==> src/design/dtq_pkg.sv <==
// Shared types, codes and constants for the delimiter tokenizer with quotes.
package dtq_pkg;

   // Default number of delimiter compare lanes
   localparam int MAX_DELIMITERS_DEFAULT = 8;

   // Configuration port geometry
   localparam int CSR_ADDR_WIDTH = 5;
   localparam int CSR_DATA_WIDTH = 64;

   // Delimiter register geometry
   localparam int DELIM_CHARS_WIDTH = 64;
   localparam int DELIM_COUNT_WIDTH = 4;

   // Special bytes
   localparam logic [7:0] QUOTE_DOUBLE = 8'h22;
   localparam logic [7:0] QUOTE_SINGLE = 8'h27;
   localparam logic [7:0] END_CHAR     = 8'h00;

   // Result queue geometry
   localparam int RSP_QUEUE_DEPTH = 4;
   localparam int RSP_PTR_WIDTH   = $clog2(RSP_QUEUE_DEPTH);
   localparam int RSP_COUNT_WIDTH = $clog2(RSP_QUEUE_DEPTH + 1);

   // Register index, taken from the byte address
   typedef enum logic [1:0] {
      CSR_QUOTES_ENABLED  = 2'd0,
      CSR_DELIMITER_CHARS = 2'd1,
      CSR_DELIMITER_COUNT = 2'd2
   } csr_index_type;

   // Scanner state
   typedef enum logic [1:0] {
      SCAN_IDLE   = 2'd0,
      SCAN_WORD   = 2'd1,
      SCAN_QUOTED = 2'd2
   } scan_mode_type;

   // Result kind
   typedef enum logic [1:0] {
      KIND_BYTE  = 2'd0,
      KIND_EMPTY = 2'd1,
      KIND_END   = 2'd2
   } kind_type;

   // Live configuration seen by the scanner
   typedef struct packed {
      logic                         quotes_enabled;
      logic [DELIM_CHARS_WIDTH-1:0] delimiter_chars;
      logic [DELIM_COUNT_WIDTH-1:0] delimiter_count;
   } cfg_type;

   // One result item
   typedef struct packed {
      kind_type   kind;
      logic [7:0] token_byte;
      logic       token_last;
   } rsp_item_type;

   // Up to two results caused by one request, in order
   typedef struct packed {
      logic [1:0]   count;
      rsp_item_type item0;
      rsp_item_type item1;
   } rsp_pair_type;

   // Result queue status
   typedef struct packed {
      logic [RSP_COUNT_WIDTH-1:0] count;
      logic                       not_empty;
      logic                       has_room;
   } queue_status_type;

   // Build a result item
   function automatic rsp_item_type make_item(kind_type kind, logic [7:0] token_byte,
                                              logic token_last);
      rsp_item_type item;
      item.kind       = kind;
      item.token_byte = token_byte;
      item.token_last = token_last;
      return item;
   endfunction

endpackage

==> src/design/delimiter_tokenizer_with_quotes_top.sv <==
// Top level of the delimiter tokenizer with quotes: register port, scanner and result queue.
//
// Splits a zero-terminated byte stream into tokens, one byte per request, at up to
// MAX_DELIMITERS configured delimiter bytes, with optional single- or double-quoted tokens.
// A request is taken in every cycle while the four-entry result queue has two free
// entries; its results can be taken from the next cycle on, one per cycle. Most bytes
// cause at most one result, so the block sustains one byte per clock; an end-of-string
// byte can cause two (the last token byte or empty marker, then the end marker), and
// the single result port sets the rate to one result per cycle. Token bytes leave one
// byte late so that the final byte of each token carries rsp_tlast. Configuration registers
// sit at byte addresses 0 (quotes_enabled), 8 (delimiter_chars) and 16 (delimiter_count)
// and are to be written only while no request is in progress (not enforced by the block).
module delimiter_tokenizer_with_quotes_top #(
   parameter int MAX_DELIMITERS = dtq_pkg::MAX_DELIMITERS_DEFAULT
) (
   input  logic                               clock,
   input  logic                               reset,
   // Request channel
   input  logic                               req_tvalid,
   output logic                               req_tready,
   input  logic [7:0]                         req_tdata,   // [7:0] ch
   // Result channel
   output logic                               rsp_tvalid,
   input  logic                               rsp_tready,
   output logic [7:0]                         rsp_tdata,   // [7:0] token_byte
   output logic [1:0]                         rsp_tuser,   // [1:0] kind
   output logic                               rsp_tlast,   // token_last
   // Configuration port
   input  logic                               csr_psel,
   input  logic                               csr_penable,
   input  logic                               csr_pwrite,
   input  logic [dtq_pkg::CSR_ADDR_WIDTH-1:0] csr_paddr,
   input  logic [dtq_pkg::CSR_DATA_WIDTH-1:0] csr_pwdata,
   output logic [dtq_pkg::CSR_DATA_WIDTH-1:0] csr_prdata,
   output logic                               csr_pready
);

   logic                                  quotes_enabled_ff;
   logic [dtq_pkg::DELIM_CHARS_WIDTH-1:0] delimiter_chars_ff;
   logic [dtq_pkg::DELIM_COUNT_WIDTH-1:0] delimiter_count_ff;

   dtq_pkg::csr_index_type    csr_index;
   logic                      csr_write;
   dtq_pkg::cfg_type          cfg;
   dtq_pkg::rsp_pair_type     pair;
   dtq_pkg::rsp_item_type     head;
   dtq_pkg::queue_status_type queue_status;
   logic                      req_accept;
   logic                      rsp_accept;

   // Register decode: one register per 8-byte slot
   assign csr_index  = dtq_pkg::csr_index_type'(csr_paddr[4:3]);
   assign csr_pready = 1'b1;
   assign csr_write  = csr_psel && csr_penable && csr_pwrite && csr_pready;

   always_ff @(posedge clock) begin
      if (reset) begin
         quotes_enabled_ff  <= 1'b0;
         delimiter_chars_ff <= dtq_pkg::DELIM_CHARS_WIDTH'(64'd32);
         delimiter_count_ff <= dtq_pkg::DELIM_COUNT_WIDTH'(1);
      end else if (csr_write) begin
         case (csr_index)
            dtq_pkg::CSR_QUOTES_ENABLED:  quotes_enabled_ff  <= csr_pwdata[0];
            dtq_pkg::CSR_DELIMITER_CHARS: delimiter_chars_ff <= csr_pwdata;
            dtq_pkg::CSR_DELIMITER_COUNT:
               delimiter_count_ff <= csr_pwdata[dtq_pkg::DELIM_COUNT_WIDTH-1:0];
            default: ;
         endcase
      end
   end

   // Read back
   always_comb begin
      case (csr_index)
         dtq_pkg::CSR_QUOTES_ENABLED:
            csr_prdata = dtq_pkg::CSR_DATA_WIDTH'(quotes_enabled_ff);
         dtq_pkg::CSR_DELIMITER_CHARS:
            csr_prdata = delimiter_chars_ff;
         dtq_pkg::CSR_DELIMITER_COUNT:
            csr_prdata = dtq_pkg::CSR_DATA_WIDTH'(delimiter_count_ff);
         default:
            csr_prdata = '0;
      endcase
   end

   assign cfg.quotes_enabled  = quotes_enabled_ff;
   assign cfg.delimiter_chars = delimiter_chars_ff;
   assign cfg.delimiter_count = delimiter_count_ff;

   // Handshakes
   assign req_tready = queue_status.has_room;
   assign req_accept = req_tvalid && req_tready;
   assign rsp_tvalid = queue_status.not_empty;
   assign rsp_accept = rsp_tvalid && rsp_tready;

   dtq_scan #(
      .MAX_DELIMITERS(MAX_DELIMITERS)
   ) u_scan (
      .clock (clock),
      .reset (reset),
      .accept(req_accept),
      .ch    (req_tdata),
      .cfg   (cfg),
      .pair  (pair)
   );

   dtq_rsp_queue u_rsp_queue (
      .clock (clock),
      .reset (reset),
      .push  (req_accept),
      .pair  (pair),
      .pop   (rsp_accept),
      .head  (head),
      .status(queue_status)
   );

   assign rsp_tdata = head.token_byte;
   assign rsp_tuser = head.kind;
   assign rsp_tlast = head.token_last;

`ifndef SYNTHESIS
   // An end-of-string request always leaves a result waiting
   a_end_gives_result: assert property (@(posedge clock) disable iff (reset)
      (req_accept && req_tdata == dtq_pkg::END_CHAR) |=> rsp_tvalid)
      else $error("end of string left no result");

   // The queue never holds more than its depth
   a_queue_bound: assert property (@(posedge clock) disable iff (reset)
      queue_status.count <= dtq_pkg::RSP_COUNT_WIDTH'(dtq_pkg::RSP_QUEUE_DEPTH))
      else $error("result queue overflow");

   // Only the end of a string causes two results
   a_two_only_at_end: assert property (@(posedge clock) disable iff (reset)
      (req_accept && pair.count == 2'd2) |-> (req_tdata == dtq_pkg::END_CHAR))
      else $error("two results from a byte other than end of string");

   // A request is never taken while the queue has fewer than two free entries
   a_no_accept_when_full: assert property (@(posedge clock) disable iff (reset)
      (queue_status.count > dtq_pkg::RSP_COUNT_WIDTH'(dtq_pkg::RSP_QUEUE_DEPTH - 2))
      |-> !req_accept)
      else $error("request accepted without room for its results");
`endif

endmodule

==> src/design/dtq_scan.sv <==
// Tokenizer scanner: delimiter and quote compares, scan state and result generation.
module dtq_scan #(
   parameter int MAX_DELIMITERS = dtq_pkg::MAX_DELIMITERS_DEFAULT
) (
   input  logic                  clock,
   input  logic                  reset,
   input  logic                  accept,
   input  logic [7:0]            ch,
   input  dtq_pkg::cfg_type      cfg,
   output dtq_pkg::rsp_pair_type pair
);

   dtq_pkg::scan_mode_type mode_ff, mode_in;
   logic [7:0]             held_byte_ff, held_byte_in;
   logic                   held_valid_ff, held_valid_in;

   logic                   is_delim;
   logic                   is_quote;
   logic                   is_end;
   logic                   finish_valid;
   dtq_pkg::rsp_item_type  finish_item;
   dtq_pkg::rsp_item_type  held_item;
   dtq_pkg::rsp_item_type  end_item;

   // Compare against each delimiter lane in use
   always_comb begin
      is_delim = 1'b0;
      for (int i = 0; i < MAX_DELIMITERS; i++) begin
         if ((cfg.delimiter_count > dtq_pkg::DELIM_COUNT_WIDTH'(i)) &&
             (cfg.delimiter_chars[8*i +: 8] == ch)) begin
            is_delim = 1'b1;
         end
      end
   end

   assign is_quote = (ch == dtq_pkg::QUOTE_DOUBLE) || (ch == dtq_pkg::QUOTE_SINGLE);
   assign is_end   = (ch == dtq_pkg::END_CHAR);

   // Closing an open token: the held byte as last, or an empty quoted token
   assign finish_valid = held_valid_ff || (mode_ff == dtq_pkg::SCAN_QUOTED);
   assign finish_item  = held_valid_ff ?
                         dtq_pkg::make_item(dtq_pkg::KIND_BYTE, held_byte_ff, 1'b1) :
                         dtq_pkg::make_item(dtq_pkg::KIND_EMPTY, 8'h00, 1'b0);
   assign held_item    = dtq_pkg::make_item(dtq_pkg::KIND_BYTE, held_byte_ff, 1'b0);
   assign end_item     = dtq_pkg::make_item(dtq_pkg::KIND_END, 8'h00, 1'b0);

   // Next state
   always_comb begin
      mode_in       = mode_ff;
      held_byte_in  = held_byte_ff;
      held_valid_in = held_valid_ff;
      if (is_end) begin
         mode_in       = dtq_pkg::SCAN_IDLE;
         held_valid_in = 1'b0;
      end else begin
         case (mode_ff)
            dtq_pkg::SCAN_WORD: begin
               if (is_delim) begin
                  mode_in       = dtq_pkg::SCAN_IDLE;
                  held_valid_in = 1'b0;
               end else begin
                  held_byte_in  = ch;
                  held_valid_in = 1'b1;
               end
            end
            dtq_pkg::SCAN_QUOTED: begin
               if (is_quote) begin
                  mode_in       = dtq_pkg::SCAN_IDLE;
                  held_valid_in = 1'b0;
               end else begin
                  held_byte_in  = ch;
                  held_valid_in = 1'b1;
               end
            end
            default: begin
               held_valid_in = 1'b0;
               if (cfg.quotes_enabled && is_quote) begin
                  mode_in = dtq_pkg::SCAN_QUOTED;
               end else if (!is_delim) begin
                  mode_in       = dtq_pkg::SCAN_WORD;
                  held_byte_in  = ch;
                  held_valid_in = 1'b1;
               end else begin
                  mode_in = dtq_pkg::SCAN_IDLE;
               end
            end
         endcase
      end
   end

   // Results for the byte on the input
   always_comb begin
      pair.count = 2'd0;
      pair.item0 = end_item;
      pair.item1 = end_item;
      if (is_end) begin
         if ((mode_ff == dtq_pkg::SCAN_WORD || mode_ff == dtq_pkg::SCAN_QUOTED) &&
             finish_valid) begin
            pair.count = 2'd2;
            pair.item0 = finish_item;
         end else begin
            pair.count = 2'd1;
         end
      end else begin
         case (mode_ff)
            dtq_pkg::SCAN_WORD: begin
               if (is_delim) begin
                  pair.count = {1'b0, finish_valid};
                  pair.item0 = finish_item;
               end else begin
                  pair.count = {1'b0, held_valid_ff};
                  pair.item0 = held_item;
               end
            end
            dtq_pkg::SCAN_QUOTED: begin
               if (is_quote) begin
                  pair.count = {1'b0, finish_valid};
                  pair.item0 = finish_item;
               end else begin
                  pair.count = {1'b0, held_valid_ff};
                  pair.item0 = held_item;
               end
            end
            default: begin
               pair.count = 2'd0;
            end
         endcase
      end
   end

   // Advance the scan state on each accepted request
   always_ff @(posedge clock) begin
      if (reset) begin
         mode_ff       <= dtq_pkg::SCAN_IDLE;
         held_valid_ff <= 1'b0;
      end else if (accept) begin
         mode_ff       <= mode_in;
         held_valid_ff <= held_valid_in;
      end
   end

   // Held byte is payload and needs no reset
   always_ff @(posedge clock) begin
      if (accept) begin
         held_byte_ff <= held_byte_in;
      end
   end

endmodule

==> src/design/dtq_rsp_queue.sv <==
// Small result queue: takes up to two results per cycle, hands out one per cycle on pop.
module dtq_rsp_queue (
   input  logic                      clock,
   input  logic                      reset,
   input  logic                      push,
   input  dtq_pkg::rsp_pair_type     pair,
   input  logic                      pop,
   output dtq_pkg::rsp_item_type     head,
   output dtq_pkg::queue_status_type status
);

   localparam int DEPTH   = dtq_pkg::RSP_QUEUE_DEPTH;
   localparam int PTR_W   = dtq_pkg::RSP_PTR_WIDTH;
   localparam int COUNT_W = dtq_pkg::RSP_COUNT_WIDTH;

   dtq_pkg::rsp_item_type slot_ff [DEPTH];
   logic [PTR_W-1:0]      wr_ptr_ff, wr_ptr_in;
   logic [PTR_W-1:0]      rd_ptr_ff, rd_ptr_in;
   logic [COUNT_W-1:0]    count_ff, count_in;
   logic [1:0]            push_n;

   assign push_n = push ? pair.count : 2'd0;

   // Pointer and fill count update
   always_comb begin
      wr_ptr_in = wr_ptr_ff + PTR_W'(push_n);
      rd_ptr_in = rd_ptr_ff + PTR_W'(pop);
      count_in  = count_ff + COUNT_W'(push_n) - COUNT_W'(pop);
   end

   always_ff @(posedge clock) begin
      if (reset) begin
         wr_ptr_ff <= '0;
         rd_ptr_ff <= '0;
         count_ff  <= '0;
      end else begin
         wr_ptr_ff <= wr_ptr_in;
         rd_ptr_ff <= rd_ptr_in;
         count_ff  <= count_in;
      end
   end

   // Store new results in order at the tail
   always_ff @(posedge clock) begin
      if (push_n != 2'd0) begin
         slot_ff[wr_ptr_ff] <= pair.item0;
      end
      if (push_n == 2'd2) begin
         slot_ff[wr_ptr_ff + PTR_W'(1)] <= pair.item1;
      end
   end

   assign head             = slot_ff[rd_ptr_ff];
   assign status.count     = count_ff;
   assign status.not_empty = (count_ff != '0);
   // Room for the two results that one request may cause
   assign status.has_room  = (count_ff <= COUNT_W'(DEPTH - 2));

endmodule

==> config.mk <==
export PLATFORM = sky130hd
export DESIGN_NAME = delimiter_tokenizer_with_quotes_top
export DESIGN_NICKNAME = d
export VERILOG_FILES = /design/src/design/dtq_pkg.sv /design/src/design/delimiter_tokenizer_with_quotes_top.sv /design/src/design/dtq_scan.sv /design/src/design/dtq_rsp_queue.sv
export SDC_FILE = /design/constraint.sdc
export NUM_CORES = 1
export LEC_CHECK = 0
export BUFFER_PORTS_ARGS = -buffer_cell sky130_fd_sc_hd__buf_2
export CELL_PAD_IN_SITES_DETAIL_PLACEMENT = 1
export CELL_PAD_IN_SITES_GLOBAL_PLACEMENT = 1
export CORE_MARGIN = 2
export CORE_UTILIZATION = 48
export CTS_BUF_LIST = sky130_fd_sc_hd__clkbuf_8
export CTS_CLUSTER_SIZE = 14
export DETAILED_ROUTE_END_ITERATION = 16
export PLACE_DENSITY_LB_ADDON = 0.2
export SLEW_MARGIN = 10
export SYNTH_ARGS = -nofsm -noshare
export SYNTH_HDL_FRONTEND = slang
export SYNTH_HIERARCHICAL = 1
export SYNTH_SLANG_ARGS = --single-unit
==> constraint.sdc <==
create_clock -name clock -period 8.15 [get_ports clock]
set_input_delay 1.63 -clock clock [delete_from_list [all_inputs] [get_ports clock]]
set_output_delay 1.63 -clock clock [all_outputs]
set_load 0.01 [all_outputs]
==> results by group <==
Status
  • Outcome: finished, final reports clean

Layout
  • Fillers: 1,817
  • Util after Layout: 55.4%
  • Final non-filler cell total: 1,100
  • Final nets: 955
  • Share of cells above drive strength 1: 32.6%
  • Area delta synth->final: 13.9%

STA
  • Max_slew headroom: 20.5%
  • Pins over their slew limit: 0
  • Worst hold margin: between 0.5 and 0.6 ns
  • Final Critical Period: 5.33 ns
  • Max Freq: between 150 and 200 MHz
  • Clock Skew: roughly 0.0097 ns
  • RSZ-0062 raised after global routing: false
  • Final setup fails: 0
  • Final-report hold violation count: 0
  • Setup TNS: 0 ns
  • Final Cycle Share: 65.4%
  • Worst slew pin tran: 1.19 ns

Pwr
  • Power Density: 179 nW/um^2
  • P_leak: 3.55 nW
  • Peak VDD IR: 0.125 mV

Worst setup path
  • CP startpoint: req_tdata[3]
  • CP arrival: 5.53 ns
  • Worst-path maximum fanout: 11
  • CP required: 8.35 ns
  • Reg2Reg Launch Point: u_scan/mode_ff[0]$_SDFFE_PP0P_
  • Crit Path Class: input pin to flop
  • Slowest-stage cell, CP: nor2_1
  • CP delay by family, top: simple AND/OR/NAND/NOR gates
  • Crit. End Element: flop
  • Critical Path, Cell by Cell: buf_2 -> nor4_1 -> nand2_1 -> nor3_1 -> a21oi_1 -> o21ai_0 -> a31oi_1 -> nand3b_4 -> nor2_1 -> mux2_2
  • CP Launch Type: input pin
  • CP peak stage delay: about 0.95 ns
  • Worst Path Buf+Inv: 1

CTS
  • Worst-Skew Late Latency: 0.45 ns
  • H-Tree Depth: 4
  • Root Driver: clkbuf_8
  • CTS buffer count: 17
  • CTS tree: yes
  • Post-CTS resize count: 0
  • Reg clk slew, reported paths: 0.07 ns
  • Maximum clock path buffer count: 2
  • Cts hold-fix bufs: 0
  • Setup bufs post-CTS: 0
  • Clk sinks: 131

Placement
  • Buffers on Ports: 157
  • HPWL after detailed placement: 14,100 um
  • Routability Congestion: 0.816
  • Placed Cells: between 1k and 1.5k

Logic synthesis
  • Mux contribution to synthesized area: 18.7%
  • Post-synth EDFFs: between 50 and 60
  • Number of synthesized register bits: between 100 and 150
  • Synth Flop Type: dfxtp_1
  • Synth Area in Simple Gates: 23.7%
  • Cell Area, Synth: 7980 um^2
  • Synth Area in XOR/XNOR: 7.69%
  • Area share of fa/ha/maj cells after synthesis: 1.04%
  • Synth unique cells: 59
  • Post-synth ARST share: 0%
  • Syn Inst Count: 736
  • Complex-gate fraction of the synthesized area: under 10%
  • Largest family of logic cells by synthesized area: simple AND/OR/NAND/NOR gates
  • Sequential share of the synthesized area: 39.4%
  • Mean post-synth cell area: 10.8 um^2
  • YS warnings: 6

Global route
  • Met2 track utilization from global routing: 44.1%
  • GR peak layer: met2
  • Grt met3 use: 5.56%
  • Initial antenna violation count: 2
  • First-pass GRT wire length: 32,500 um
  • Largest net degree at the start of global routing: 150
  • Number of global-route vias before repair: 6,157
  • Met1 usage: 26.4%
  • Total grt overflow: 0
  • Total Routing Usage GR: 23.6%

Floorplan
  • Die Span Y: 133 um
  • CORE AREA: 16,400 um^2
  • Num ports: 162
  • Total die area: 17,700 um^2
  • Initial Utilization: 48.6%
  • Die W: 133 um
  • Cell row count: 47

Route
  • Iter 0 DRT Violations: 334
  • Post-Route WL: just over 20,000 um
  • Vias/cell: 5.19
  • DR pass1 iterations: 6
  • Via count: 5,704
  • Remaining antenna violation count: 0
  • # DRC: 0
  • DR WL/cell: 18.5 um

Min path
  • Worst Hold Launch: delimiter_chars_ff[34]$_SDFFE_PP0P_
  • Hold WC Path Type: flop to flop

Run
  • Max-cap violations: 0
==> sequential cells by signal, indices dropped and copies added, names as in the netlist <==
| signal | flops |
|---|---|
| delimiter_chars_ff | 64 |
| u_rsp_queue/slot_ff | 44 |
| u_scan/held_byte_ff | 8 |
| delimiter_count_ff | 4 |
| u_rsp_queue/count_ff | 3 |
| u_rsp_queue/rd_ptr_ff | 2 |
| u_rsp_queue/wr_ptr_ff | 2 |
| u_scan/mode_ff | 2 |
| quotes_enabled_ff | 1 |
| u_scan/held_valid_ff | 1 |
==> metal layers <==
metal | vias to the layer above | share of wire, %
met5 | - | 0
met4 | 0 | 1.4
met3 | 21 | 4.6
met2 | 128 | 53
met1 | 2801 | 41
li1 | 2754 | -
==> cells in the mapped netlist, types with 2 or more instances <==
master    count  area share (%)
a21oi_1       7            0.44
dfxtp_1      79              20
xnor2_1      46             5.1
nand4_1      10            0.78
or4_1         2            0.19
nand4b_1      2            0.22
or2b_1        4            0.38
nor3_1       13            0.82
xor2_1       24             2.6
mux2_4       10             1.9
buf_12        6             1.5
nor4_1        6            0.47
edfxtp_1     52              20
buf_4        17             1.6
nor2_1       22             1.0
nand2b_1     98             7.7
buf_6         8             1.1
and4_2        2            0.25
and2_1       72             5.6
clkbuf_1     20            0.94
nand2_1      12            0.56
nand3_1       4            0.25
or2b_2       31             3.4
a22o_1        3            0.33
mux2_2       35             4.9
buf_2         6            0.38
a21o_1        2            0.19
ha_1          5            0.78
mux2i_1      70             8.8
o211ai_1      4            0.38
mux4_2       11             3.1
a211oi_1      2            0.19
o21a_1        2            0.19
inv_1         9            0.42
o21ai_0       7            0.44
conb_1        3            0.14
a31oi_1       4            0.31
nor2b_1       5            0.39
==> per-stage QoR <==
stage | setup WS [ns] | total power, W | cell area, um^2
2_1_floorplan | 3.61 | 0.000976 | 8010
3_3_place_gp | 2.72 | 0.00104 | 8650
3_5_place_dp | 2.42 | 0.00106 | 8650
4_1_cts | 2.91 | 0.00164 | 9060
5_1_grt | 2.57 | 0.00170 | 9080
6_report | 2.82 | 0.00162 | 9080
==> report_power, final <==
| group | switching (W) | internal [W] |
|---|---|---|
| logic | 0.000147 | 0.000150 |
| clock network | 0.000255 | 0.000325 |
| registers | 0.0000339 | 0.000710 |
| total | 0.000436 | 0.00119 |
==> logic make-up (layout without fill, tap and decap cells) <==
logic type                 after synthesis  count (layout)
muxes                                  126             126
and+or+nand+nor                        295             295
buffers and inverters                   67             200
AOI/OAI and AO/OA                       38              38
other                                    3              14
adders and majority gates                6               6
xor gates and xnor gates                70              70
DFF                                    131             131
==> path summary, 6_finish.rpt <==
kind	endpoint	slack, ns	cells past startpoint
max	u_rsp_queue/slot_ff[2][4]$_DFFE_PP_	2.82	10
min	delimiter_chars_ff[34]$_SDFFE_PP0P_	0.50	2
max reg2reg	u_rsp_queue/slot_ff[2][4]$_DFFE_PP_	4.27	9
min reg2reg	delimiter_chars_ff[34]$_SDFFE_PP0P_	0.50	2
==> cell type report <==
type	instances	area, um^2	area share (%)
Antenna cell	2	5.00	0.0551
Clock buffer	17	234	2.58
Clock inverter	15	176	1.94
Inverter	9	33.8	0.372
Multi-Input combinational cell	547	4400	48.4
Sequential cell	131	3140	34.6
Tap cell	220	275	3.03
Timing Repair Buffer	159	816	8.98
==> cells in the final DEF (no fill, tap or decap), types with 5 or more instances in the layout <==
master and instances:
o21ai_0 7, buf_2 156, nor4_1 6, a21oi_1 7
and2_1 72, nand2b_1 98, mux2_2 35, clkbuf_8 17
mux2_4 10, nand4_1 10, conb_1 12, nor3_1 13
xnor2_1 46, ha_1 5, xor2_1 24, or2b_2 31
nor2_1 22, inv_1 13, nand2_1 12, mux4_2 11
mux2i_1 70, edfxtp_1 52, dfxtp_1 79
==> worst reg2reg max path: stages (launching register included) <==
cell and delay [ns]:
dfxtp_1 0.36, inv_1 0.09, ha_1 0.45, nor3_1 0.77, a21oi_1 0.07, o21ai_0 0.11, a31oi_1 0.14, nand3b_4 0.26
nor2_1 0.95, mux2_2 0.44
(Power assumes the default switching activity.)
